File: config.mk
export PLATFORM = sky130hd
export DESIGN_NAME = priority_ready_queue_core
export DESIGN_NICKNAME = d
export VERILOG_FILES = /design/src/rtl/core/prq_pkg.sv /design/src/rtl/core/priority_ready_queue_core.sv /design/src/rtl/core/prq_cell.sv
export SDC_FILE = /design/constraint.sdc
export NUM_CORES = 1
export LEC_CHECK = 0
export BUFFER_PORTS_ARGS = -buffer_cell sky130_fd_sc_hd__buf_2
export CORE_ASPECT_RATIO = 1.25
export CORE_UTILIZATION = 45
export CTS_CLUSTER_DIAMETER = 50
export CTS_CLUSTER_SIZE = 8
export DETAILED_ROUTE_END_ITERATION = 12
export PLACE_DENSITY = 0.69
export SKIP_CTS_REPAIR_TIMING = 1
export SLEW_MARGIN = 20
export SYNTH_ARGS = -nofsm -noshare
export SYNTH_HDL_FRONTEND = slang
export SYNTH_SLANG_ARGS = --single-unit
File: constraint.sdc
create_clock -name aclk -period 6.7 [get_ports aclk]
set_input_delay 0 -clock aclk [delete_from_list [all_inputs] [get_ports aclk]]
set_output_delay 0 -clock aclk [all_outputs]
set_load 0.01 [all_outputs]
File: src/rtl/core/prq_pkg.sv
// ----------------------------------------------------------------------------
// prq_pkg
// Shared types for the priority ready queue: request and status codes and
// the per-cycle control word broadcast to the slot cells.
// ----------------------------------------------------------------------------
package prq_pkg;

    localparam int HANDLE_W   = 3;
    localparam int PRIORITY_W = 8;
    localparam int OCC_W      = 4;

    typedef enum logic {
        REQ_INSERT = 1'b0,
        REQ_REMOVE = 1'b1
    } req_t;

    typedef enum logic [1:0] {
        STATUS_OK    = 2'd0,
        STATUS_EMPTY = 2'd1,
        STATUS_FULL  = 2'd2
    } status_t;

    typedef struct packed {
        logic insert;
        logic remove;
    } cell_ctrl_t;

endpackage

File: src/rtl/core/priority_ready_queue_core.sv
// ----------------------------------------------------------------------------
// priority_ready_queue_core
// Ready queue sorted by descending priority, first-in-first-out among ties.
// ----------------------------------------------------------------------------
// Usage:
//   s_ channel carries one request per transaction: insert (handle plus
//   priority) or remove head. m_ channel returns one result per request:
//   status, popped handle and priority (zero unless a remove succeeded) and
//   the occupancy after the request.
//   Storage is a row of DEPTH slot cells; each cell compares its priority
//   with the incoming one in parallel and shifts to a neighbor, so a request
//   is finished in the cycle it is accepted.
//   Result is registered and valid in the cycle after acceptance.
//   Throughput: one request per cycle while m_ready is high.
//   A result waiting in the output register is held while m_ready is low;
//   s_ready then drops until that result is taken.
//   Reset empties the queue (count to zero) and clears m_valid; slot
//   contents are not cleared. Insert on a full queue reports STATUS_FULL,
//   remove on an empty queue STATUS_EMPTY; neither changes the queue.
// ----------------------------------------------------------------------------
module priority_ready_queue_core
    import prq_pkg::*;
#(
    parameter int DEPTH = 8
)(
    input  logic                  aclk,
    input  logic                  aresetn,
    input  logic                  s_valid,
    output logic                  s_ready,
    input  logic                  s_req_type,
    input  logic [HANDLE_W-1:0]   s_entry_handle,
    input  logic [PRIORITY_W-1:0] s_entry_priority,
    output logic                  m_valid,
    input  logic                  m_ready,
    output logic [1:0]            m_status,
    output logic [HANDLE_W-1:0]   m_head_handle,
    output logic [PRIORITY_W-1:0] m_head_priority,
    output logic [OCC_W-1:0]      m_occupancy
);

    localparam int CNT_W = $clog2(DEPTH + 1);

    logic [CNT_W-1:0]      count_reg, count_next;
    logic                  m_valid_reg, m_valid_next;
    status_t               status_reg, status_next;
    logic [HANDLE_W-1:0]   head_handle_reg, head_handle_next;
    logic [PRIORITY_W-1:0] head_priority_reg, head_priority_next;
    logic [OCC_W-1:0]      occupancy_reg, occupancy_next;

    logic       s_fire;
    logic       is_remove;
    logic       is_full;
    logic       is_empty;
    cell_ctrl_t ctrl;

    logic                  ge_w  [DEPTH];
    logic [HANDLE_W-1:0]   hnd_w [DEPTH];
    logic [PRIORITY_W-1:0] pri_w [DEPTH];

    assign s_ready   = !m_valid_reg || m_ready;
    assign s_fire    = s_valid && s_ready;
    assign is_remove = (req_t'(s_req_type) == REQ_REMOVE);
    assign is_full   = (count_reg == CNT_W'(DEPTH));
    assign is_empty  = (count_reg == '0);

    assign ctrl.insert = s_fire && !is_remove && !is_full;
    assign ctrl.remove = s_fire && is_remove && !is_empty;

    for (genvar i = 0; i < DEPTH; i++) begin : g_cell
        logic                  left_ge;
        logic [HANDLE_W-1:0]   left_handle,  right_handle;
        logic [PRIORITY_W-1:0] left_priority, right_priority;

        if (i == 0) begin : g_first
            assign left_ge       = 1'b0;
            assign left_handle   = s_entry_handle;
            assign left_priority = s_entry_priority;
        end else begin : g_mid
            assign left_ge       = ge_w[i-1];
            assign left_handle   = hnd_w[i-1];
            assign left_priority = pri_w[i-1];
        end

        if (i == DEPTH - 1) begin : g_last
            assign right_handle   = hnd_w[i];
            assign right_priority = pri_w[i];
        end else begin : g_inner
            assign right_handle   = hnd_w[i+1];
            assign right_priority = pri_w[i+1];
        end

        prq_cell u_cell (
            .aclk           (aclk),
            .ctrl           (ctrl),
            .occupied       (count_reg > CNT_W'(i)),
            .new_handle     (s_entry_handle),
            .new_priority   (s_entry_priority),
            .left_ge        (left_ge),
            .left_handle    (left_handle),
            .left_priority  (left_priority),
            .right_handle   (right_handle),
            .right_priority (right_priority),
            .ge             (ge_w[i]),
            .handle         (hnd_w[i]),
            .priority_out   (pri_w[i])
        );
    end

    always_comb begin
        count_next         = count_reg;
        m_valid_next       = m_valid_reg;
        status_next        = status_reg;
        head_handle_next   = head_handle_reg;
        head_priority_next = head_priority_reg;
        occupancy_next     = occupancy_reg;
        if (m_valid_reg && m_ready) begin
            m_valid_next = 1'b0;
        end
        if (s_fire) begin
            m_valid_next       = 1'b1;
            status_next        = STATUS_OK;
            head_handle_next   = '0;
            head_priority_next = '0;
            if (is_remove) begin
                if (is_empty) begin
                    status_next = STATUS_EMPTY;
                end else begin
                    head_handle_next   = hnd_w[0];
                    head_priority_next = pri_w[0];
                    count_next         = count_reg - 1'b1;
                end
            end else begin
                if (is_full) begin
                    status_next = STATUS_FULL;
                end else begin
                    count_next = count_reg + 1'b1;
                end
            end
            occupancy_next = OCC_W'(count_next);
        end
    end

    always_ff @(posedge aclk) begin
        if (!aresetn) begin
            count_reg   <= '0;
            m_valid_reg <= 1'b0;
        end else begin
            count_reg   <= count_next;
            m_valid_reg <= m_valid_next;
        end
        status_reg        <= status_next;
        head_handle_reg   <= head_handle_next;
        head_priority_reg <= head_priority_next;
        occupancy_reg     <= occupancy_next;
    end

    assign m_valid         = m_valid_reg;
    assign m_status        = status_reg;
    assign m_head_handle   = head_handle_reg;
    assign m_head_priority = head_priority_reg;
    assign m_occupancy     = occupancy_reg;

    a_count_bound: assert property (@(posedge aclk) disable iff (!aresetn)
        count_reg <= CNT_W'(DEPTH))
        else $error("queue count above depth");

    a_insert_grows: assert property (@(posedge aclk) disable iff (!aresetn)
        ctrl.insert |=> count_reg == $past(count_reg) + 1'b1)
        else $error("insert did not grow queue");

    a_remove_empty: assert property (@(posedge aclk) disable iff (!aresetn)
        s_fire && is_remove && is_empty |=> m_status == STATUS_EMPTY && count_reg == '0)
        else $error("remove on empty not flagged");

    a_fail_zero_head: assert property (@(posedge aclk) disable iff (!aresetn)
        m_valid && m_status != STATUS_OK |-> m_head_handle == '0 && m_head_priority == '0)
        else $error("failed request returned head data");

    a_full_occ: assert property (@(posedge aclk) disable iff (!aresetn)
        m_valid && m_status == STATUS_FULL |-> m_occupancy == OCC_W'(DEPTH))
        else $error("full status with wrong occupancy");

endmodule

File: src/rtl/core/prq_cell.sv
// ----------------------------------------------------------------------------
// prq_cell
// One queue slot. Holds a handle and priority, flags whether a new entry
// belongs at or before it, and shifts toward the tail on insert or toward
// the head on remove.
// ----------------------------------------------------------------------------
module prq_cell
    import prq_pkg::*;
(
    input  logic                  aclk,
    input  cell_ctrl_t            ctrl,
    input  logic                  occupied,
    input  logic [HANDLE_W-1:0]   new_handle,
    input  logic [PRIORITY_W-1:0] new_priority,
    input  logic                  left_ge,
    input  logic [HANDLE_W-1:0]   left_handle,
    input  logic [PRIORITY_W-1:0] left_priority,
    input  logic [HANDLE_W-1:0]   right_handle,
    input  logic [PRIORITY_W-1:0] right_priority,
    output logic                  ge,
    output logic [HANDLE_W-1:0]   handle,
    output logic [PRIORITY_W-1:0] priority_out
);

    logic [HANDLE_W-1:0]   handle_reg,   handle_next;
    logic [PRIORITY_W-1:0] priority_reg, priority_next;

    // at or past the insert point: empty, or strictly lower priority
    assign ge = !occupied || (priority_reg < new_priority);

    always_comb begin
        handle_next   = handle_reg;
        priority_next = priority_reg;
        if (ctrl.insert && ge) begin
            if (left_ge) begin
                handle_next   = left_handle;
                priority_next = left_priority;
            end else begin
                handle_next   = new_handle;
                priority_next = new_priority;
            end
        end else if (ctrl.remove) begin
            handle_next   = right_handle;
            priority_next = right_priority;
        end
    end

    always_ff @(posedge aclk) begin
        handle_reg   <= handle_next;
        priority_reg <= priority_next;
    end

    assign handle       = handle_reg;
    assign priority_out = priority_reg;

endmodule

Word-level counts from Yosys, hierarchy flattened
Index checks and enable logic that the tools add are counted.

cells by class
  add/sub/neg operators = 2
  multipliers = 0
  div/mod/pow operators = 0
  order comparisons = 16
  equality and inequality tests = 1
  shifts and indexed selects = 0
  mux-type cells = 50
  bitwise operators = 1
  reduce and logical (&&, ||, !) cells = 45

operators with widths
  kind                                                            count
  2-to-1 mux 8 bit                                                21
  < comparator 8 bit                                              8
  2-to-1 mux 3 bit                                                21
  greater-than comparator 4 x 3 -> 1 bit (second input constant)  4
  nonzero test 2 bit                                              8
  logical AND 1 bit                                               14
  zero test 1 bit                                                 12
  2-to-1 mux 4 bit                                                3
  logical OR 1 bit                                                9
  greater-than comparator 4 x 1 -> 1 bit (second input constant)  2
  greater-than comparator 4 x 2 -> 1 bit (second input constant)  2
  adder 4 x 1 -> 4 bit (second input constant)                    1
  == test 4 bit (second input constant)                           1
  zero test 4 bit                                                 1
  2-to-1 mux 2 bit                                                2
  subtractor 4 x 1 -> 4 bit (second input constant)               1
  2-to-1 mux 1 bit                                                3
  OR reduction 2 bit                                              1
  inverter 1 bit                                                  1

word-level totals
  register bits = 110
  latch bits = 0
  memory bits (writable) = 0
  ROM bits = 0
  input port bits = 16
  output and inout bits = 19
  logic and storage cells = 137
  memories = 0

Logic depth before layout (Yosys ltp)
Gate-level depths: netlist of the first run.

  depth after elaboration = 7
  mapped depth = 11
  gate-level depth less buffers = 8

By module
From an unflattened synthesis of the first run, not the netlist that was laid out.

second synthesis, totals
  cells, all modules = 668
  area, all modules = 7837.5 um^2

by module, submodules not included
  module                     times used  cells each  area an instance (um^2)  sequential area each (um^2)
  prq_cell                   8           71          837.1                    330.3
  priority_ready_queue_core  1           100         1141.1                   610.6

Least setup slack after synthesis of the first run
No wires, ideal clock.

  path kind = register to register
  start = register count_reg[0]
  end = register g_cell[1].u_cell.handle_reg[0] (enable)
  arrival = 2.271 ns
  required time = 6.355 ns
  slack = 4.083 ns
  stages on the path, launching flop included = 10
  path buffers = 3
  period minus slack after synthesis = 2.617 ns
  path through = dfxtp_1 > clkbuf_1 > inv_1 > ha_1 > buf_2 > nor3b_1 > nor3_2 > o311ai_1 > clkbuf_1 > nand2_1

on the way
  longest elaborated chain between the ends = 5

ends and longest elaborated chain
  item                                                                            RTL line                                                          text
  start: declaration                                                              priority_ready_queue_core.sv:43                                   logic [CNT_W-1:0] count_reg, count_next;
  start signal: assignment                                                        priority_ready_queue_core.sv:148                                  count_reg <= count_next;
  greater-than comparator 4 x 1 -> 1 bit / == test 4 bit (equally long branches)  priority_ready_queue_core.sv:95, priority_ready_queue_core.sv:63
  zero test 1 bit, on equally long branches                                       prq_cell.sv:29, priority_ready_queue_core.sv:66
  logical OR 1 bit / logical AND 1 bit (equally long branches)                    prq_cell.sv:29, priority_ready_queue_core.sv:66
  logical AND 1 bit                                                               prq_cell.sv:34                                                    if (ctrl.insert && ge) begin
  nonzero test 2 bit (no source line) *                                           --
  end signal: assignment                                                          prq_cell.sv:49                                                    handle_reg <= handle_next;
  end: declaration                                                                prq_cell.sv:25                                                    logic [HANDLE_W-1:0] handle_reg, handle_next;

Mark *: on every way between the ends. The rest lies on a longest branch, timed or not.
A chain may end at the register's enable or synchronous reset.

Worst setup path in the final report of the first run
  start = register count_reg[0]
  end = register g_cell[0].u_cell.priority_reg[5] (enable)

on the way
  longest elaborated chain between the ends = 5

ends and longest elaborated chain
  item                                                                            RTL line                                                          text
  greater-than comparator 4 x 1 -> 1 bit / == test 4 bit (equally long branches)  priority_ready_queue_core.sv:95, priority_ready_queue_core.sv:63
  zero test 1 bit, on equally long branches                                       prq_cell.sv:29, priority_ready_queue_core.sv:66
  logical OR 1 bit / logical AND 1 bit (equally long branches)                    prq_cell.sv:29, priority_ready_queue_core.sv:66
  logical AND 1 bit                                                               prq_cell.sv:34
  nonzero test 2 bit (no source line) *                                           --
  end signal: assignment                                                          prq_cell.sv:50                                                    priority_reg <= priority_next;
  end: declaration                                                                prq_cell.sv:26                                                    logic [PRIORITY_W-1:0] priority_reg, priority_next;

Marked as above.

==> results of run 1 <==
final cells by class:
class                   instances  area [sq um]  share of cell area [%]
clock buffers                   9         225.2                   3.023
clock inverters                 5         123.9                   1.662
inverters                      15         56.30                  0.7557
multi-input cells             440          3309                   44.42
flip-flops and latches        110          3253                   43.66
well taps                     178         222.7                   2.989
repair buffers                 45         260.3                   3.493
cell usage after synthesis, types with 3 or more instances:
cell	number	area (sq um)
and3_1	12	75.07
o21a_1	4	30.03
mux2i_1	55	550.5
mux2_1	5	56.30
ha_1	60	750.7
nor2_1	32	120.1
nand4_1	7	43.79
buf_2	10	50.05
a21boi_0	3	22.52
dfxtp_1	5	100.1
o21ai_0	45	225.2
nor3_1	6	30.03
nand2b_1	13	81.33
nand2_1	53	198.9
edfxtp_1	105	3153
buf_4	3	22.52
a31oi_1	12	75.07
inv_1	14	52.55
a21o_1	4	30.03
mux2_2	32	360.4
clkbuf_1	14	52.55
a21oi_1	60	300.3
o21ai_1	3	15.01
stage by stage:
stage	setup WS, ns	area [sq um]
finish	3.233	7451
global route	2.913	7451
CTS	3.225	7412
detailed placement	3.229	7063
global placement	3.433	7063
floorplan	4.083	6745
power by group through the flow:
stage	Combinational, mW	Sequential [mW]	Clock (mW)
global placement	0.365	0.919	0
finish	0.385	0.906	0.641
detailed placement	0.378	0.921	0
CTS	0.382	0.905	0.646
global route	0.430	0.912	0.676
floorplan	0.281	0.899	0
how the worst min path moves through the flow:
stage / from / to / slack, ns / depth (start not counted)
2_1_floorplan: aresetn / count_reg[3] / 0.13 / 1
3_3_place_gp: s_valid / m_valid / 0.27 / 3
3_5_place_dp: s_valid / m_valid / 0.28 / 3
4_1_cts: s_valid / m_valid / -0.09 / 3
5_1_grt: s_entry_priority[1] / g_cell[0].u_cell.priority_out[1] / 0.09 / 2
6_report: s_entry_priority[1] / g_cell[0].u_cell.priority_out[1] / 0.1 / 2
cell families after synthesis:
family,count (synthesis),synth area share (%)
AOI/OAI and AO/OA,151,13.49
adders and majority gates,60,11.13
muxes,92,14.34
and+or+nand+nor,135,9.535
buffers and inverters,44,3.023
xor gates and xnor gates,2,0.2597
DFF,110,48.23
per-layer routing:
layer | share of wire, % | global-route usage, % | vias up | wire (um)
met1 | 43 | 25.35 | 2317 | 6715
met5 | 0 | 0 | - | 0
li1 | - | - | 2309 | -
met3 | 3.4 | 3.103 | 25 | 531
met4 | 2.2 | 7.752 | 0 | 345
met2 | 52 | 37.60 | 97 | 8149
==> flow_metrics.env, run 1 <==
export IMPL_n_fill_cell=1276
export IMPL_dieArea_sq_um=15490
export IMPL_synth_fp_nets=670
export IMPL_min_path_type="in2reg"
export IMPL_drt_iter0_markers=338
export IMPL_fin_crit_sh_pct=51.74
export IMPL_clk_insertion_delay_late_ns=0.35
export IMPL_grt_use_total_pct=20.96
export IMPL_skew_ns=0.007163
export IMPL_start_util_pct=46.42
export IMPL_hold_slack_ns=0.09798
export IMPL_largest_register_ffs=64
export IMPL_postRouteAntennaNets=0
export IMPL_wirelength_mm=15.74
export IMPL_fmax_mhz=288.5
export IMPL_final_cell_mix="edfxtp_1 (105), a21oi_1 (60), ha_1 (60), mux2i_1 (55), nand2_1 (53)"
export IMPL_row_count=49
export IMPL_ios=35
export IMPL_peakVddDrop_uv=126.5
export IMPL_cts_inserted_buffers=9
export IMPL_synth_cell_area_sq_um=6745
export IMPL_grt_overflow_total=0
export IMPL_nNetsFinal=697
export IMPL_r2r_slack_ns=3.23
export IMPL_htreeDepth=3
export IMPL_timing_hold_violations_final=0
export IMPL_worstPathCellList="inv_1, ha_1, nand2_1, o21a_1, nand2b_1, nand2_1"
export IMPL_crit_path_end="g_cell[0].u_cell.priority_out[5]"
export IMPL_grt_pass1_vias=4820
export IMPL_violations="design-rule violations"
export IMPL_grt_max_degree=35
export IMPL_swShare_pct=27.26
export IMPL_hpwlAfterDp_mm=11.83
export IMPL_leakage_nw=2.925
export IMPL_cp_max_fo=15
export IMPL_synth_cell_types=53
export IMPL_fin_cells=802
export IMPL_final_setup_viol_count=0
export IMPL_slew_violations=0
export IMPL_crit_arrival_ns=3.45
export IMPL_dp_cells=785
export IMPL_fin_setup_tns_ns=0
export IMPL_firstDrtPassIters=9
export IMPL_path_class="reg2reg"
export IMPL_final_common_cell="edfxtp_1"
export IMPL_place_gp_congestion=0.8334
export IMPL_die_h_um=138.9
export IMPL_synth_seq_cells=110
export IMPL_grt_pass1_wl_mm=25.20
export IMPL_rsz0062_at_grt="false"
export IMPL_netlist_instances=594
export IMPL_vias=4748
export IMPL_drc=4
export IMPL_n_antenna_cell=0
export IMPL_synth_seq_area_share_pct=48.23
export IMPL_start_kind="flip-flop"
export IMPL_syn_area_per_cell_sq_um=11.36
export IMPL_max_cap_violations=0
export IMPL_die_x_um=111.5
export IMPL_cts_clk_slew_worst_paths_ns=0.07
export IMPL_r2r_end="g_cell[0].u_cell.priority_out[5]"
export IMPL_drive_above_1_share_pct=16.19
export IMPL_cts_root_buf="clkbuf_16"
export IMPL_antenna_found_initial=0
export IMPL_core_sq_um=14530
export IMPL_avgViaCountPerCell=5.920
export IMPL_ys_flop_type="edfxtp_1"
export IMPL_rr_startpoint="count_reg[0]"
export IMPL_clkPwrFrac_pct=33.2
export IMPL_cts_tree="yes"
export IMPL_routedWlPerCell_um=19.63
export IMPL_path_depth=6
export IMPL_utilization_pct=51.28
export IMPL_synth_edff_count=105
export IMPL_cpLargestDelayFamily="simple AND/OR/NAND/NOR gates"
export IMPL_p_sw_mw=0.5267
export IMPL_reg2regPathDepth=6
export IMPL_cp_slowest_cell="o21a_1"
export IMPL_cp_num_buf_inv=1
export IMPL_cpPeakStageDelay_ns=0.65
export IMPL_worst_pin_slew_ns=0.8730
export IMPL_endpoint_kind="flip-flop"
export IMPL_ys_warn_count=0
export IMPL_port_buffers=34
export IMPL_fin_crit_ns=3.467
export IMPL_cpMostUsedCell="nand2_1"
export IMPL_p_int_mw=1.406
export IMPL_seqPwrFrac_pct=46.9
export IMPL_relSlewSlack_pct=41.61
export IMPL_power_frac_comb_pct=19.9
export IMPL_cts_sinks=110
export IMPL_p_total_mw=1.933
export IMPL_critPathLaunch="count_reg[0]"
export IMPL_clockBufferDepth=2
export IMPL_pwr_density_cell_nw_per_um2=259.4
export IMPL_area_growth_pct=10.46
export IMPL_status="finished, violations left"
export IMPL_async_flop_share_pct=0
export IMPL_crit_required_ns=6.68
(Power assumes the default switching activity.)
==> run 2: changes to the inputs <==
--- a/config.mk
+++ b/config.mk
@@ -11,7 +11,7 @@
 export CTS_CLUSTER_DIAMETER = 50
 export CTS_CLUSTER_SIZE = 8
 export DETAILED_ROUTE_END_ITERATION = 12
-export PLACE_DENSITY = 0.69
+export PLACE_DENSITY = 0.71
 export SKIP_CTS_REPAIR_TIMING = 1
 export SLEW_MARGIN = 20
 export SYNTH_ARGS = -nofsm -noshare
==> constraint.sdc (replaced) <==
create_clock -name aclk -period 3 [get_ports aclk]
set_input_delay 0 -clock aclk [delete_from_list [all_inputs] [get_ports aclk]]
set_output_delay 0 -clock aclk [all_outputs]
set_load 0.01 [all_outputs]
==> flow_metrics.env, run 2 (same netlist as run 1, synthesis figures left out) <==
export IMPL_die_x_um=111.5
export IMPL_fmax_mhz=369.6
export IMPL_endpoint_kind="flip-flop"
export IMPL_n_antenna_cell=0
export IMPL_final_cell_mix="edfxtp_1 (105), a21oi_1 (60), ha_1 (60), mux2i_1 (55), nand2_1 (53)"
export IMPL_place_gp_congestion=0.8602
export IMPL_p_total_mw=4.082
export IMPL_largest_register_ffs=64
export IMPL_fin_crit_ns=2.706
export IMPL_cts_tree="yes"
export IMPL_fin_ws_ns=0.2942
export IMPL_pwr_density_cell_nw_per_um2=540.8
export IMPL_grt_pass1_wl_mm=26.30
export IMPL_clk_insertion_delay_late_ns=0.35
export IMPL_vias=4846
export IMPL_firstDrtPassIters=9
export IMPL_antenna_found_initial=0
export IMPL_fin_setup_tns_ns=0
export IMPL_grt_use_total_pct=21.72
export IMPL_clockBufferDepth=2
export IMPL_nNetsFinal=718
export IMPL_cp_slowest_cell="nand2_1"
export IMPL_skew_ns=0.008653
export IMPL_max_cap_violations=0
export IMPL_rsz0062_at_grt="false"
export IMPL_area_growth_pct=11.91
export IMPL_start_util_pct=46.42
export IMPL_cts_inserted_buffers=9
export IMPL_port_buffers=34
export IMPL_cts_root_buf="clkbuf_16"
export IMPL_avgViaCountPerCell=5.874
export IMPL_ios=35
export IMPL_wirelength_mm=15.96
export IMPL_cts_sinks=110
export IMPL_postRouteAntennaNets=0
export IMPL_final_setup_viol_count=0
export IMPL_fin_crit_sh_pct=90.19
export IMPL_relSlewSlack_pct=33.90
export IMPL_cts_clk_slew_worst_paths_ns=0.07
export IMPL_cp_max_fo=11
export IMPL_cp_num_buf_inv=1
export IMPL_worst_pin_slew_ns=0.9777
export IMPL_drive_above_1_share_pct=19.47
export IMPL_violations="design-rule violations"
export IMPL_peakVddDrop_uv=242.7
export IMPL_grt_max_degree=31
export IMPL_htreeDepth=3
export IMPL_leakage_nw=2.993
export IMPL_path_class="reg2reg"
export IMPL_cpLargestDelayFamily="simple AND/OR/NAND/NOR gates"
export IMPL_crit_required_ns=2.99
export IMPL_status="finished, violations left"
export IMPL_dpl_worst_slack_ns=0.1242
export IMPL_start_kind="flip-flop"
export IMPL_grt_overflow_total=0
export IMPL_core_sq_um=14530
export IMPL_timing_hold_violations_final=0
export IMPL_cpPeakStageDelay_ns=0.48
export IMPL_crit_arrival_ns=2.69
export IMPL_final_common_cell="edfxtp_1"
export IMPL_hpwlAfterDp_mm=12.20
export IMPL_die_h_um=138.9
export IMPL_min_path_type="in2reg"
export IMPL_drt_iter0_markers=301
export IMPL_dieArea_sq_um=15490
export IMPL_grt_pass1_vias=5126
export IMPL_worstPathCellList="inv_1, ha_1, nor2_1, nor3_1, nand2b_1, o311ai_2, nand2_1"
export IMPL_slew_violations=0
export IMPL_routedWlPerCell_um=19.35
export IMPL_row_count=49
export IMPL_drc=3
-- run 2: metal layers --
| metal | up-vias | wire (um) | GRT usage (%) |
|---|---|---|---|
| li1 | 2346 | - | - |
| met1 | 2331 | 6731 | 26.04 |
| met2 | 126 | 8200 | 38.78 |
| met3 | 43 | 539 | 2.753 |
| met4 | 0 | 489 | 9.744 |
| met5 | - | 0 | 0 |
-- run 2: path summary, 6_finish.rpt --
check | cells past startpoint | to | slack (ns) | from
setup / recovery | 7 | g_cell[1].u_cell.priority_out[5] | 0.29 | count_reg[1]
setup reg to reg | 7 | g_cell[1].u_cell.priority_out[5] | 0.29 | count_reg[1]
hold reg to reg | 2 | g_cell[6].u_cell.handle[1] | 0.59 | g_cell[7].u_cell.handle[1]
hold / removal | 2 | g_cell[0].u_cell.priority_out[7] | 0.12 | s_entry_priority[7]
-- run 2: worst register-to-register path, stage by stage, from the launching register on --
cell      delay, ns
dfxtp_1        0.38
inv_1          0.15
ha_1           0.33
nor2_1         0.11
nor3_1         0.47
nand2b_1       0.28
o311ai_2       0.14
nand2_1        0.48
-- run 2: area by class of cell --
class	instances	area, sq um
Inverter	15	56.30
Fill cell	1268	6982
Timing Repair Buffer	66	417.9
Sequential cell	110	3253
Multi-Input combinational cell	440	3312
Clock buffer	11	252.7
Clock inverter	5	33.78
Tap cell	178	222.7
-- run 2: where the power goes --
part	total (mW)	switching, mW	internal, mW
registers	2.01	0.109	1.90
clock network	1.17	0.558	0.608
logic	0.905	0.531	0.374
-- run 2: per-stage QoR --
stage / area [sq um] / hold slack, ns / util (%) / instances
3_5_place_dp: 7221 / 0.2853 / 49.69 / 806
5_1_grt: 7548 / 0.1248 / 51.95 / 825
3_3_place_gp: 7221 / 0.2656 / 49.69 / 806
4_1_cts: 7507 / -0.08951 / 51.67 / 822
2_1_floorplan: 6745 / 0.1282 / - / 594
6_report: 7548 / 0.1182 / 51.95 / 825
